## config.mk

```make
export PLATFORM = sky130hd
export DESIGN_NAME = tagged_token_stream_parser
export DESIGN_NICKNAME = d
export VERILOG_FILES = /design/src/hw/rtl/ttsp_pkg.sv /design/src/hw/rtl/ttsp_step.sv /design/src/hw/rtl/ttsp_rq.sv /design/src/hw/rtl/tagged_token_stream_parser.sv
export SDC_FILE = /design/constraint.sdc
export NUM_CORES = 1
export LEC_CHECK = 0
export CAP_MARGIN = 20
export CORE_MARGIN = 2
export CORE_UTILIZATION = 59
export DETAILED_ROUTE_END_ITERATION = 6
export DONT_BUFFER_PORTS = 1
export PLACE_DENSITY_LB_ADDON = 0.05
export RECOVER_POWER = 100
export REMOVE_ABC_BUFFERS = 1
export SETUP_SLACK_MARGIN = 0.5
export SLEW_MARGIN = 5
export SYNTH_ARGS = -nofsm -noshare
export SYNTH_HDL_FRONTEND = slang
export SYNTH_SLANG_ARGS = --single-unit
export TNS_END_PERCENT = 20
```

## constraint.sdc

```tcl
create_clock -name clk -period 5.8 [get_ports clk]
set_input_delay 1.16 -clock clk [delete_from_list [all_inputs] [get_ports clk]]
set_output_delay 1.16 -clock clk [all_outputs]
set_load 0.005 [all_outputs]
```

## src/hw/rtl/ttsp_pkg.sv

```systemverilog
// Shared types, character codes and token helpers for the tagged token stream parser.
// No dependencies; every other file in hw/rtl refers to this package by scoped names.
package ttsp_pkg;

  // Result kinds carried in the result tuser field.
  localparam logic [2:0] KIND_INT  = 3'd0;
  localparam logic [2:0] KIND_HDR  = 3'd1;
  localparam logic [2:0] KIND_DATA = 3'd2;
  localparam logic [2:0] KIND_END  = 3'd3;
  localparam logic [2:0] KIND_ERR  = 3'd4;

  // Character codes used by the token grammar.
  localparam logic [7:0] CH_BANG  = 8'h21;
  localparam logic [7:0] CH_MINUS = 8'h2D;
  localparam logic [7:0] CH_ZERO  = 8'h30;
  localparam logic [7:0] CH_NINE  = 8'h39;
  localparam logic [7:0] CH_UPA   = 8'h41;
  localparam logic [7:0] CH_UPZ   = 8'h5A;
  localparam logic [7:0] CH_UNDER = 8'h5F;
  localparam logic [7:0] CH_LOWA  = 8'h61;
  localparam logic [7:0] CH_LOWZ  = 8'h7A;

  // Parser phase, one-hot.
  typedef enum logic [3:0] {
    PH_TAG  = 4'b0001,
    PH_NUM  = 4'b0010,
    PH_BODY = 4'b0100,
    PH_ERR  = 4'b1000
  } phase_t;

  // Parser state carried from one byte to the next.
  typedef struct packed {
    phase_t      phase;
    logic [7:0]  tag;
    logic [31:0] mag;
    logic        neg;
    logic        seen;
    logic [30:0] rem;
  } st_t;

  // One result token.
  typedef struct packed {
    logic [2:0]  kind;
    logic [7:0]  tag;
    logic [31:0] value;
    logic [7:0]  data;
    logic        done;
  } tok_t;

  function automatic logic is_int_tag(input logic [7:0] b);
    is_int_tag = (b == CH_UNDER) || ((b >= CH_LOWA) && (b <= CH_LOWZ));
  endfunction

  function automatic logic is_span_tag(input logic [7:0] b);
    is_span_tag = (b >= CH_UPA) && (b <= CH_UPZ);
  endfunction

  function automatic tok_t mk_tok(input logic [2:0] kind, input logic [7:0] tag,
                                  input logic [31:0] value, input logic [7:0] data,
                                  input logic done);
    tok_t t;
    t.kind  = kind;
    t.tag   = tag;
    t.value = value;
    t.data  = data;
    t.done  = done;
    mk_tok  = t;
  endfunction

endpackage

```

## src/hw/rtl/ttsp_step.sv

```systemverilog
// Next-state and result logic of the parser for one registered input byte.
// Depends on ttsp_pkg for the state, token types and character codes.
module ttsp_step (
  input  ttsp_pkg::st_t  st,
  input  logic [7:0]     data_byte,
  input  logic           final_byte,
  output ttsp_pkg::st_t  st_nxt,
  output logic           push0,
  output logic           push1,
  output ttsp_pkg::tok_t res0,
  output ttsp_pkg::tok_t res1
);

  logic              is_digit;
  logic [35:0]       acc;
  logic [35:0]       limit;
  logic [31:0]       sval;
  logic [30:0]       len_m1;
  logic [30:0]       rem_m1;
  logic              tk_err;
  ttsp_pkg::phase_t  tk_phase;
  ttsp_pkg::phase_t  fail_phase;
  ttsp_pkg::tok_t    tk_res;
  ttsp_pkg::tok_t    err_res;
  ttsp_pkg::tok_t    end_res;

  // Digit accumulate: magnitude times ten plus the new digit, with range limit.
  assign is_digit = (data_byte >= ttsp_pkg::CH_ZERO) && (data_byte <= ttsp_pkg::CH_NINE);
  assign acc      = ({4'b0, st.mag} << 3) + ({4'b0, st.mag} << 1) + {32'b0, data_byte[3:0]};
  assign limit    = st.neg ? 36'h0_8000_0000 : 36'h0_7FFF_FFFF;
  assign sval     = st.neg ? (32'd0 - st.mag) : st.mag;
  assign len_m1   = st.mag[30:0] - 31'd1;
  assign rem_m1   = st.rem - 31'd1;

  // A new tag byte: bad tags and a tag on the final byte are errors.
  assign tk_err   = !(ttsp_pkg::is_int_tag(data_byte) || ttsp_pkg::is_span_tag(data_byte))
                    || final_byte;
  assign tk_phase = tk_err ? (final_byte ? ttsp_pkg::PH_TAG : ttsp_pkg::PH_ERR)
                           : ttsp_pkg::PH_NUM;
  assign tk_res   = ttsp_pkg::mk_tok(ttsp_pkg::KIND_ERR, data_byte, 32'd0, 8'd0, 1'b0);

  // Errors inside a token carry the held tag; the final byte ends the sticky error.
  assign fail_phase = final_byte ? ttsp_pkg::PH_TAG : ttsp_pkg::PH_ERR;
  assign err_res    = ttsp_pkg::mk_tok(ttsp_pkg::KIND_ERR, st.tag, 32'd0, 8'd0, 1'b0);
  assign end_res    = ttsp_pkg::mk_tok(ttsp_pkg::KIND_END, 8'd0, 32'd0, 8'd0, 1'b0);

  always_comb begin
    st_nxt = st;
    push0  = 1'b0;
    push1  = 1'b0;
    res0   = '0;
    res1   = '0;
    unique case (st.phase)
      ttsp_pkg::PH_TAG: begin
        st_nxt.tag   = data_byte;
        st_nxt.mag   = 32'd0;
        st_nxt.neg   = 1'b0;
        st_nxt.seen  = 1'b0;
        st_nxt.phase = tk_phase;
        push0        = tk_err;
        res0         = tk_res;
      end
      ttsp_pkg::PH_NUM: begin
        if (is_digit) begin
          if (acc > limit) begin
            push0        = 1'b1;
            res0         = err_res;
            st_nxt.phase = fail_phase;
          end else begin
            st_nxt.mag  = acc[31:0];
            st_nxt.seen = 1'b1;
            if (final_byte) begin
              push0        = 1'b1;
              st_nxt.phase = ttsp_pkg::PH_TAG;
              if (ttsp_pkg::is_int_tag(st.tag)) begin
                res0  = ttsp_pkg::mk_tok(ttsp_pkg::KIND_INT, st.tag,
                                         st.neg ? (32'd0 - acc[31:0]) : acc[31:0],
                                         8'd0, 1'b0);
                push1 = 1'b1;
                res1  = end_res;
              end else begin
                res0 = err_res;
              end
            end
          end
        end else if ((data_byte == ttsp_pkg::CH_MINUS) && !st.seen && !st.neg) begin
          st_nxt.neg = 1'b1;
          if (final_byte) begin
            push0        = 1'b1;
            res0         = err_res;
            st_nxt.phase = ttsp_pkg::PH_TAG;
          end
        end else if (!st.seen) begin
          push0        = 1'b1;
          res0         = err_res;
          st_nxt.phase = fail_phase;
        end else if (ttsp_pkg::is_int_tag(st.tag)) begin
          // The byte that ends the number is the next tag.
          push0        = 1'b1;
          res0         = ttsp_pkg::mk_tok(ttsp_pkg::KIND_INT, st.tag, sval, 8'd0, 1'b0);
          st_nxt.tag   = data_byte;
          st_nxt.mag   = 32'd0;
          st_nxt.neg   = 1'b0;
          st_nxt.seen  = 1'b0;
          st_nxt.phase = tk_phase;
          push1        = tk_err;
          res1         = tk_res;
        end else if (st.neg || (st.mag == 32'd0) || (data_byte != ttsp_pkg::CH_BANG)) begin
          push0        = 1'b1;
          res0         = err_res;
          st_nxt.phase = fail_phase;
        end else if (final_byte && (len_m1 != 31'd0)) begin
          // Span cut short by the final byte.
          push0        = 1'b1;
          res0         = err_res;
          st_nxt.phase = ttsp_pkg::PH_TAG;
        end else begin
          st_nxt.rem   = len_m1;
          push0        = 1'b1;
          res0         = ttsp_pkg::mk_tok(ttsp_pkg::KIND_HDR, st.tag, {1'b0, len_m1}, 8'd0,
                                          len_m1 == 31'd0);
          st_nxt.phase = (len_m1 == 31'd0) ? ttsp_pkg::PH_TAG : ttsp_pkg::PH_BODY;
          push1        = final_byte;
          res1         = end_res;
        end
      end
      ttsp_pkg::PH_BODY: begin
        if (st.rem == 31'd0) begin
          st_nxt.tag   = data_byte;
          st_nxt.mag   = 32'd0;
          st_nxt.neg   = 1'b0;
          st_nxt.seen  = 1'b0;
          st_nxt.phase = tk_phase;
          push0        = tk_err;
          res0         = tk_res;
        end else begin
          st_nxt.rem = rem_m1;
          push0      = 1'b1;
          if (final_byte && (rem_m1 != 31'd0)) begin
            res0         = err_res;
            st_nxt.phase = ttsp_pkg::PH_TAG;
          end else begin
            res0  = ttsp_pkg::mk_tok(ttsp_pkg::KIND_DATA, st.tag, 32'd0, data_byte,
                                     rem_m1 == 31'd0);
            push1 = final_byte;
            res1  = end_res;
            if (rem_m1 == 31'd0) begin
              st_nxt.phase = ttsp_pkg::PH_TAG;
            end
          end
        end
      end
      default: begin
        // Sticky error: ignore bytes until the final one.
        if (final_byte) begin
          st_nxt.phase = ttsp_pkg::PH_TAG;
        end
      end
    endcase
  end

endmodule

```

## src/hw/rtl/ttsp_rq.sv

```systemverilog
// Result queue of the parser: takes up to two tokens a cycle, delivers one a cycle while pop is high.
// Depends on ttsp_pkg for the token type.
module ttsp_rq #(
  parameter int DEPTH = 8
) (
  input  logic           clk,
  input  logic           rst_n,
  input  logic           push0,
  input  logic           push1,
  input  ttsp_pkg::tok_t res0,
  input  ttsp_pkg::tok_t res1,
  input  logic           pop,
  output ttsp_pkg::tok_t head,
  output logic [$clog2(DEPTH+1)-1:0] count
);

  localparam int AW = $clog2(DEPTH);
  localparam int CW = $clog2(DEPTH + 1);
  localparam logic [AW-1:0] LAST_IDX = AW'(DEPTH - 1);

  ttsp_pkg::tok_t  mem_r [DEPTH];
  logic [AW-1:0]   wr_ptr_r;
  logic [AW-1:0]   wr_ptr_nxt;
  logic [AW-1:0]   wr_ptr1;
  logic [AW-1:0]   rd_ptr_r;
  logic [AW-1:0]   rd_ptr_nxt;
  logic [CW-1:0]   cnt_r;
  logic [CW-1:0]   cnt_nxt;
  logic            do_pop;

  function automatic logic [AW-1:0] inc(input logic [AW-1:0] p);
    inc = (p == LAST_IDX) ? '0 : p + AW'(1);
  endfunction

  assign do_pop  = pop && (cnt_r != '0);
  assign wr_ptr1 = inc(wr_ptr_r);

  // Pointer and fill count updates.
  always_comb begin
    wr_ptr_nxt = wr_ptr_r;
    if (push0 && push1) begin
      wr_ptr_nxt = inc(wr_ptr1);
    end else if (push0) begin
      wr_ptr_nxt = wr_ptr1;
    end
    rd_ptr_nxt = do_pop ? inc(rd_ptr_r) : rd_ptr_r;
    cnt_nxt    = cnt_r + CW'(push0) + CW'(push0 && push1) - CW'(do_pop);
  end

  always_ff @(posedge clk) begin
    if (!rst_n) begin
      wr_ptr_r <= '0;
      rd_ptr_r <= '0;
      cnt_r    <= '0;
    end else begin
      wr_ptr_r <= wr_ptr_nxt;
      rd_ptr_r <= rd_ptr_nxt;
      cnt_r    <= cnt_nxt;
    end
  end

  // Token storage; the second token of a byte goes to the following entry.
  always_ff @(posedge clk) begin
    if (push0) begin
      mem_r[wr_ptr_r] <= res0;
    end
    if (push0 && push1) begin
      mem_r[wr_ptr1] <= res1;
    end
  end

  assign head  = mem_r[rd_ptr_r];
  assign count = cnt_r;

endmodule

```

## src/hw/rtl/tagged_token_stream_parser.sv

```systemverilog
// Tagged token stream parser: one byte per cycle in and one token per cycle out when
// neither side stalls. The first token of a byte passes through the input stage register
// and the result queue before it appears on out_*.
// Throughput: one byte per cycle while the result queue drains; a byte gives at most
// two tokens; input stalls unless the queue can hold those of any staged byte and the next.
// Reset (rst_n low, synchronous) empties the queue and returns the parser to tag phase.
// Depends on ttsp_pkg, ttsp_step and ttsp_rq.
module tagged_token_stream_parser #(
  parameter int RQ_DEPTH = 8
) (
  input  logic        clk,
  input  logic        rst_n,
  input  logic        in_tvalid,
  output logic        in_tready,
  input  logic [7:0]  in_tdata,   // [7:0] data_byte
  input  logic        in_tlast,   // final_byte
  output logic        out_tvalid,
  input  logic        out_tready,
  output logic [47:0] out_tdata,  // [7:0] token_tag, [39:8] token_value, [47:40] span_data
  output logic [2:0]  out_tuser,  // [2:0] token_kind
  output logic        out_tlast   // span_done
);

  localparam int CW = $clog2(RQ_DEPTH + 1);
  localparam logic [CW:0] ROOM_LIMIT = (CW + 1)'(RQ_DEPTH - 2);

  logic            acc_in;
  logic            s_v_r;
  logic [7:0]      s_byte_r;
  logic            s_last_r;
  ttsp_pkg::st_t   st_r;
  ttsp_pkg::st_t   st_nxt;
  logic            push0;
  logic            push1;
  ttsp_pkg::tok_t  res0;
  ttsp_pkg::tok_t  res1;
  ttsp_pkg::tok_t  head;
  logic [CW-1:0]   count;
  logic [CW:0]     reserved;

  // Accept a request only if the queue can take the tokens of the staged byte and this one.
  assign reserved  = {1'b0, count} + (s_v_r ? (CW + 1)'(2) : '0);
  assign in_tready = (reserved <= ROOM_LIMIT);
  assign acc_in    = in_tvalid && in_tready;

  // Input stage register.
  always_ff @(posedge clk) begin
    if (!rst_n) begin
      s_v_r <= 1'b0;
    end else begin
      s_v_r <= acc_in;
    end
  end

  always_ff @(posedge clk) begin
    if (acc_in) begin
      s_byte_r <= in_tdata;
      s_last_r <= in_tlast;
    end
  end

  // Parser state, advanced once per staged byte.
  always_ff @(posedge clk) begin
    if (!rst_n) begin
      st_r.phase <= ttsp_pkg::PH_TAG;
      st_r.tag   <= '0;
      st_r.mag   <= '0;
      st_r.neg   <= 1'b0;
      st_r.seen  <= 1'b0;
      st_r.rem   <= '0;
    end else if (s_v_r) begin
      st_r <= st_nxt;
    end
  end

  ttsp_step u_step (
    .st         (st_r),
    .data_byte  (s_byte_r),
    .final_byte (s_last_r),
    .st_nxt     (st_nxt),
    .push0      (push0),
    .push1      (push1),
    .res0       (res0),
    .res1       (res1)
  );

  ttsp_rq #(
    .DEPTH (RQ_DEPTH)
  ) u_rq (
    .clk   (clk),
    .rst_n (rst_n),
    .push0 (s_v_r && push0),
    .push1 (s_v_r && push1),
    .res0  (res0),
    .res1  (res1),
    .pop   (out_tready),
    .head  (head),
    .count (count)
  );

  // Result channel driven from the queue head.
  assign out_tvalid = (count != '0);
  assign out_tdata  = {head.data, head.value, head.tag};
  assign out_tuser  = head.kind;
  assign out_tlast  = head.done;

endmodule
```

# After elaboration in Yosys (flattened, before gate mapping)
# Memories as Yosys holds them, arrays and structs flattened. A register that Yosys moved wholly into a read port is not among the register bits.
# Cells that the tools add are included.
[word_totals]
reg_bits = 97
mem_bits_rw = 416
in_bits = 13
out_inout_bits = 54
wordCells = 192
n_memories = 1
[classes]
addsub = 13
order_cmp = 10
eq_ne = 26
muxes = 92
reduce_logical = 38
[mem_list]
columns = ["name", "words", "word_bits", "rd", "rd_clocked_by_memory_dff", "write_ports", "line_no", "rtl"]
rows = [
  ["u_rq.mem_r", 8, 52, 1, 1, 2, "ttsp_rq.sv:21", "ttsp_pkg::tok_t mem_r [DEPTH];"],
]
[ops]
columns = ["cell", "n"]
rows = [
  ["52-bit two-way mux", 20],
  ["32-bit two-way mux", 6],
  ["52-bit one-hot mux with 3 select lines", 1],
  ["31-bit two-way mux", 5],
  ["51-bit two-way mux", 3],
  ["42-bit one-hot mux with 3 select lines", 1],
  ["52-bit one-hot mux with 2 select lines", 1],
  ["31-bit zero test", 3],
  ["42-bit two-way mux", 2],
  ["73-bit two-way mux", 1],
  ["1-bit by 32-bit subtractor with 32-bit output, first input constant", 2],
  ["31-bit one-hot mux with 2 select lines", 1],
  ["31-bit nonzero test", 2],
  ["31-bit by 1-bit subtractor with 31-bit output, second input constant", 2],
  ["4-bit two-way mux", 13],
  ["40-bit two-way mux", 1],
  ["35-bit by 33-bit adder with 36-bit output", 1],
  ["36-bit by 4-bit adder with 36-bit output", 1],
  ["36-bit > comparator", 1],
  ["32-bit zero test", 1],
  ["8-bit by 7-bit >= comparator with 1-bit output, second input constant", 3],
  ["8-bit by 7-bit <= comparator with 1-bit output, second input constant", 3],
  ["1-bit two-way mux", 24],
  ["3-bit two-way mux", 8],
  ["36 further kinds", 73],
]

# Longest topological paths before layout
[depth]
depth_word = 15
ltp_mapped = 28
depth_no_buf = 27

# Modules after synthesis
# From an unflattened synthesis, not the netlist that was laid out.
[hier_totals]
hier_cells = 2801
hier_area_um2 = 34036.4
[modules_own_cells]
columns = ["module", "instances", "cells_each", "area_each_um2", "seq_area_each_um2"]
rows = [
  ["ttsp_rq", 1, 1165, 21961.1, 12752.2],
  ["ttsp_step", 1, 1364, 8790.9, 0.0],
  ["tagged_token_stream_parser", 1, 272, 3284.4, 1831.8],
]

# Worst setup path before layout
# Ideal clock, no wire load.
[synth_timing]
path_type = "reg-to-reg"
startpoint = "register st_r[33] (netlist name)"
endpoint = "register u_rq.cnt_r[2] (netlist: u_rq.count[2])"
setup_time_ns = 0.128
arrival_ns = 6.145
required_ns = 5.672
path_slack_ns = -0.472
stages_incl_launch_ff = 23
n_path_buf = 2
synth_period_minus_slack_ns = 6.272
cell_sequence = "dfxtp_1 fa_1 fa_1 a21o_1 a221oi_1 nor4_1 nor4_1 ha_1 nand4_1 or4_1 a21o_1 a21oi_1 o32ai_1 and4_1 and4_1 buf_2 a221o_2 and2_1 buf_4 fa_1 fa_1 xnor2_1 nor2_1"
[synth_between]
elab_chain_cells = 14
word_cells_on_any_way = 26
classes_between = "add/sub: 6; order compare: 1; mux: 11; reduce/logical: 8"
[synth_lines]
columns = ["element", "line_no", "rtl"]
rows = [
  ["from (decl)", "tagged_token_stream_parser.sv:31", "ttsp_pkg::st_t st_r;"],
  ["from (signal assigned)", "tagged_token_stream_parser.sv:72", "st_r <= st_nxt;"],
  ["parallel branches: the longest is 12 deep, another holds 35-bit by 33-bit adder with 36-bit output", "--", ""],
  ["4-bit by 1-bit adder with 4-bit output (*)", "ttsp_rq.sv:47", "cnt_nxt = cnt_r + CW'(push0) + CW'(push0 && push1) - CW'(do_pop);"],
  ["4-bit by 1-bit subtractor with 4-bit output (*)", "ttsp_rq.sv:47", ""],
  ["to (signal assigned)", "ttsp_rq.sv:58", "cnt_r <= cnt_nxt;"],
  ["to (decl)", "ttsp_rq.sv:27", "logic [CW-1:0] cnt_r;"],
]
# Mark *: on every way between the ends.
# A chain may end at the register's enable or synchronous reset.

# Final worst setup path
[layout_timing]
startpoint = "register s_byte_r[3]"
endpoint = "register u_rq.cnt_r[2] (netlist: u_rq.count[2])"
[layout_between]
elab_chain_cells = 15
word_cells_on_any_way = 39
classes_between = "add/sub: 4; order compare: 7; eq/ne: 3; mux: 12; reduce/logical: 13"
[layout_lines]
columns = ["element", "line_no", "rtl"]
rows = [
  ["from (decl)", "tagged_token_stream_parser.sv:29", "logic [7:0] s_byte_r;"],
  ["from (signal assigned)", "tagged_token_stream_parser.sv:57", "s_byte_r <= in_tdata;"],
  ["parallel branches: the longest is 13 deep, another holds 36-bit by 4-bit adder with 36-bit output", "--", ""],
  ["4-bit by 1-bit adder with 4-bit output (*)", "ttsp_rq.sv:47", ""],
  ["4-bit by 1-bit subtractor with 4-bit output (*)", "ttsp_rq.sv:47", ""],
]
# Marks and branches as above.

==> metrics <==
status=finished with violations; failing checks=max-capacitance violations, max-slew violations, negative setup slack; met3 WL=10.7 mm; number of clock sinks=516; Critical Path RT=6.26 ns; Final setup viols=200; Fmax achieved=166 MHz; Synth cell types=110; Worst path slowest cell=fa_2; Vias/cell=6.83; vias in the first global route=29700; worst slack, placed=-0.575 ns; Rows=83; htree depth=2; total core area=51300 µm²; Top FF cell, synth=dfxtp_1; Buf+Inv Stages, Crit Path=0; DRT Wirelength=111 mm; largest net degree at the start of global routing=63; # port buffers=0; P_int=0.00651 W; Critical Path Most Common Cell=fa_2; commonest non-fill, non-tap cell in the layout=dfxtp_1; maxcap violations=1; Synth Area per Inst=8.75 µm²; power per cell area=249 nW/µm²; Placer Congestion=0.955; clk_skew=0.0326 ns; Post-CTS Hold Fix Bufs=0; sw frac=28.1%; clock-pin slew on the worst setup and hold paths=0.06 ns; area delta synth->final=19.1%; Post-synth EDFFs=97; WS Path Type=register to register; Die ar.=53700 µm²; M1 WL=41.9 mm; Total GRT Usage=40.8%; Synth async-reset ratio=0%; Critical Path Max Stage Delay=0.65 ns; Sequential Power Share=43.3%; critical path, cell by cell=fa_2, ha_4, a21o_1, nand4_1, a211oi_2, o311a_1, nor2_2, nor2_1, a311o_1, xor2_2, ha_1, nand4_1, nor3_2, nand2_2, o221ai_2, o32ai_2, and4_4, and4_1, a221o_2, and2_4, fa_2, fa_2, xnor2_1, nor2_1; total CTS buffers=54; Synth warnings=0; synth top area cells=dfxtp_1 27%, edfxtp_1 9.5%, mux4_2 7.7%; met2 WL=52.0 mm; first-pass GRT wire length=170 mm; Detail Route Antenna Nets=0; post-route setup slack=-0.216 ns; IO Pins=67; Crit. End Element=register; clk buf depth=3; NetSw=0.00254 W; Post-Syn Area=30600 µm²; RSZ-0062 raised after global routing=true; Starting Density=59.7%; DR iter-0 viols=3426; clk_lat worst skew=0.64 ns; Comb power frac=15.7%; Final Hold Vio Count=0; Clock Power Share=40.9%; Highest Signal Layer=met5; critical path fanouts, max=3; share of cells above drive strength 1=20.6%; Slew Viols, Final=63; Residual DRC=0; Root Driver=clkbuf_16; GR Overflow Total=0; final worst-path cycle share=104%; initial antenna violation count=4; FF+latch count, synth=516; Min Hold Slack=0.450 ns; Slew headroom=-23.3%; DIE HEIGHT=232 µm; CP arrival=6.48 ns; Initial DRT Pass Iterations=6; worst slew pin tran=1.85 ns; synthesized instance count=3500; CP Launch Type=register; Layout fillers=3978; CP top delay family=adder cells; DR WL/cell=25.1 µm; Synth top area share=27.4%; post-layout minimum cycle time=6.02 ns; via count=30300; leakage=14.2 nW; HP Class=register to register; most frequent cells in the layout=415 x dfxtp_1, 410 x nand2_1, 352 x buf_4, 328 x o21ai_0, 278 x nor2_1; DIE WIDTH=232 µm; CTS tree=done; DP HPWL=78.3 mm; Final #Nets=3828; post-synth top area cell=dfxtp_1; sequential share of the synthesized area=36.9%; peak supply drop=441 µV
synthesized netlist by cell type (11+ instances only):
| library cell | count |
|---|---|
| nand2b_1 | 23 |
| o21ai_1 | 19 |
| nor2b_1 | 15 |
| dfxtp_1 | 419 |
| and2_1 | 25 |
| nand4_1 | 51 |
| xnor2_1 | 46 |
| a22o_1 | 36 |
| o21a_1 | 14 |
| mux2i_1 | 24 |
| and3_1 | 18 |
| buf_2 | 64 |
| a21oi_1 | 237 |
| ha_1 | 112 |
| o211ai_1 | 11 |
| buf_4 | 12 |
| or4_1 | 16 |
| edfxtp_1 | 97 |
| nand2_1 | 413 |
| or3_1 | 27 |
| nor4_1 | 36 |
| a211oi_1 | 34 |
| buf_1 | 19 |
| a21o_1 | 22 |
| nor3_1 | 68 |
| o31ai_1 | 22 |
| o22ai_1 | 69 |
| nor2_1 | 284 |
| a211o_1 | 13 |
| a22oi_1 | 43 |
| xor2_1 | 43 |
| clkbuf_1 | 179 |
| mux4_2 | 104 |
| nand3_1 | 215 |
| o21ai_0 | 334 |
| inv_1 | 52 |
| mux2_2 | 54 |
final timing paths:
check / to / from / depth (start not counted) / slack [ns]
max: u_rq.count[2]$_SDFF_PN0_ / s_byte_r[3]$_DFFE_PP_ / 24 / -0.22
min: u_rq.mem_r[6][0]$_SDFFE_PP0N_ / u_rq.mem_r[6][0]$_SDFFE_PP0N_ / 2 / 0.45
max reg2reg: u_rq.count[2]$_SDFF_PN0_ / s_byte_r[3]$_DFFE_PP_ / 24 / -0.22
min reg2reg: u_rq.mem_r[6][0]$_SDFFE_PP0N_ / u_rq.mem_r[6][0]$_SDFFE_PP0N_ / 2 / 0.45
logic make-up (layout without fill, tap and decap cells):
group                      count (synthesis)  after routing  share of synthesized area (%)
and+or+nand+nor                         1272           1272                           20.2
AOI/OAI and AO/OA                        992            992                           20.4
DFF                                      516            516                           36.9
buffers and inverters                    333            575                           4.64
muxes                                    182            182                           10.4
adders and majority gates                116            116                           4.84
xor gates and xnor gates                  89             89                           2.55
other                                      0              5                              0
layout make-up:
type / count / area, µm² / area share, %
Antenna cell: 5 / 12.5 / 0.0343
Clock buffer: 65 / 1470 / 4.02
Clock inverter: 34 / 422 / 1.16
Inverter: 53 / 199 / 0.546
Multi-Input combinational cell: 2651 / 18200 / 49.9
Sequential cell: 516 / 11300 / 31.0
Tap cell: 680 / 851 / 2.33
Timing Repair Buffer: 423 / 3990 / 11.0
flip-flops by register name, indices dropped and copies added (netlist names), named ones only:
signal / count
s_v_r: 1
s_byte_r: 8
u_rq.mem_r: 416
u_rq.wr_ptr_r: 3
u_rq.rd_ptr_r: 3
st_r: 77
s_last_r: 1
u_rq.count: 4
tightest hold or removal path: cells and delay by family (launching register included):
kind               cells  cell delay [ns]
DFF                    1             0.31
AOI/OAI and AO/OA      1             0.05
and+or+nand+nor        1             0.05
power by group through the flow:
stage	Clock (W)	Sequential (W)	Combinational, W
floorplan	0	0.00403	0.000843
global placement	0	0.00399	0.00133
detailed placement	0	0.00400	0.00137
CTS	0.00371	0.00392	0.00139
global route	0.00385	0.00393	0.00151
finish	0.00371	0.00393	0.00142
per-stage QoR:
step                      setup TNS (ns)  utilization [%]  power [W]  instances  instance area, µm²
after floorplan                  -439.77                -    0.00487       3220               29400
after global placement            -65.31             66.3    0.00532       4293               34000
after detailed placement         -161.47             66.4    0.00536       4294               34000
after CTS                          -6.71             70.7    0.00902       4411               36300
after global routing              -92.85             71.0    0.00930       4424               36400
final                             -13.64             71.0    0.00906       4427               36400
repair_timing:
item	in CTS	in global routing
cloned	2	0
resized for setup	43	24
pin swaps	35	26
buffers inserted	16	11
setup endpoints to repair	546	546
per-layer routing:
metal	up-vias	GRT usage [%]
li1	13400	-
met1	14700	51.2
met2	1778	67.0
met3	391	7.44
met4	2	21.6
met5	-	0
(Power assumes the default switching activity.)
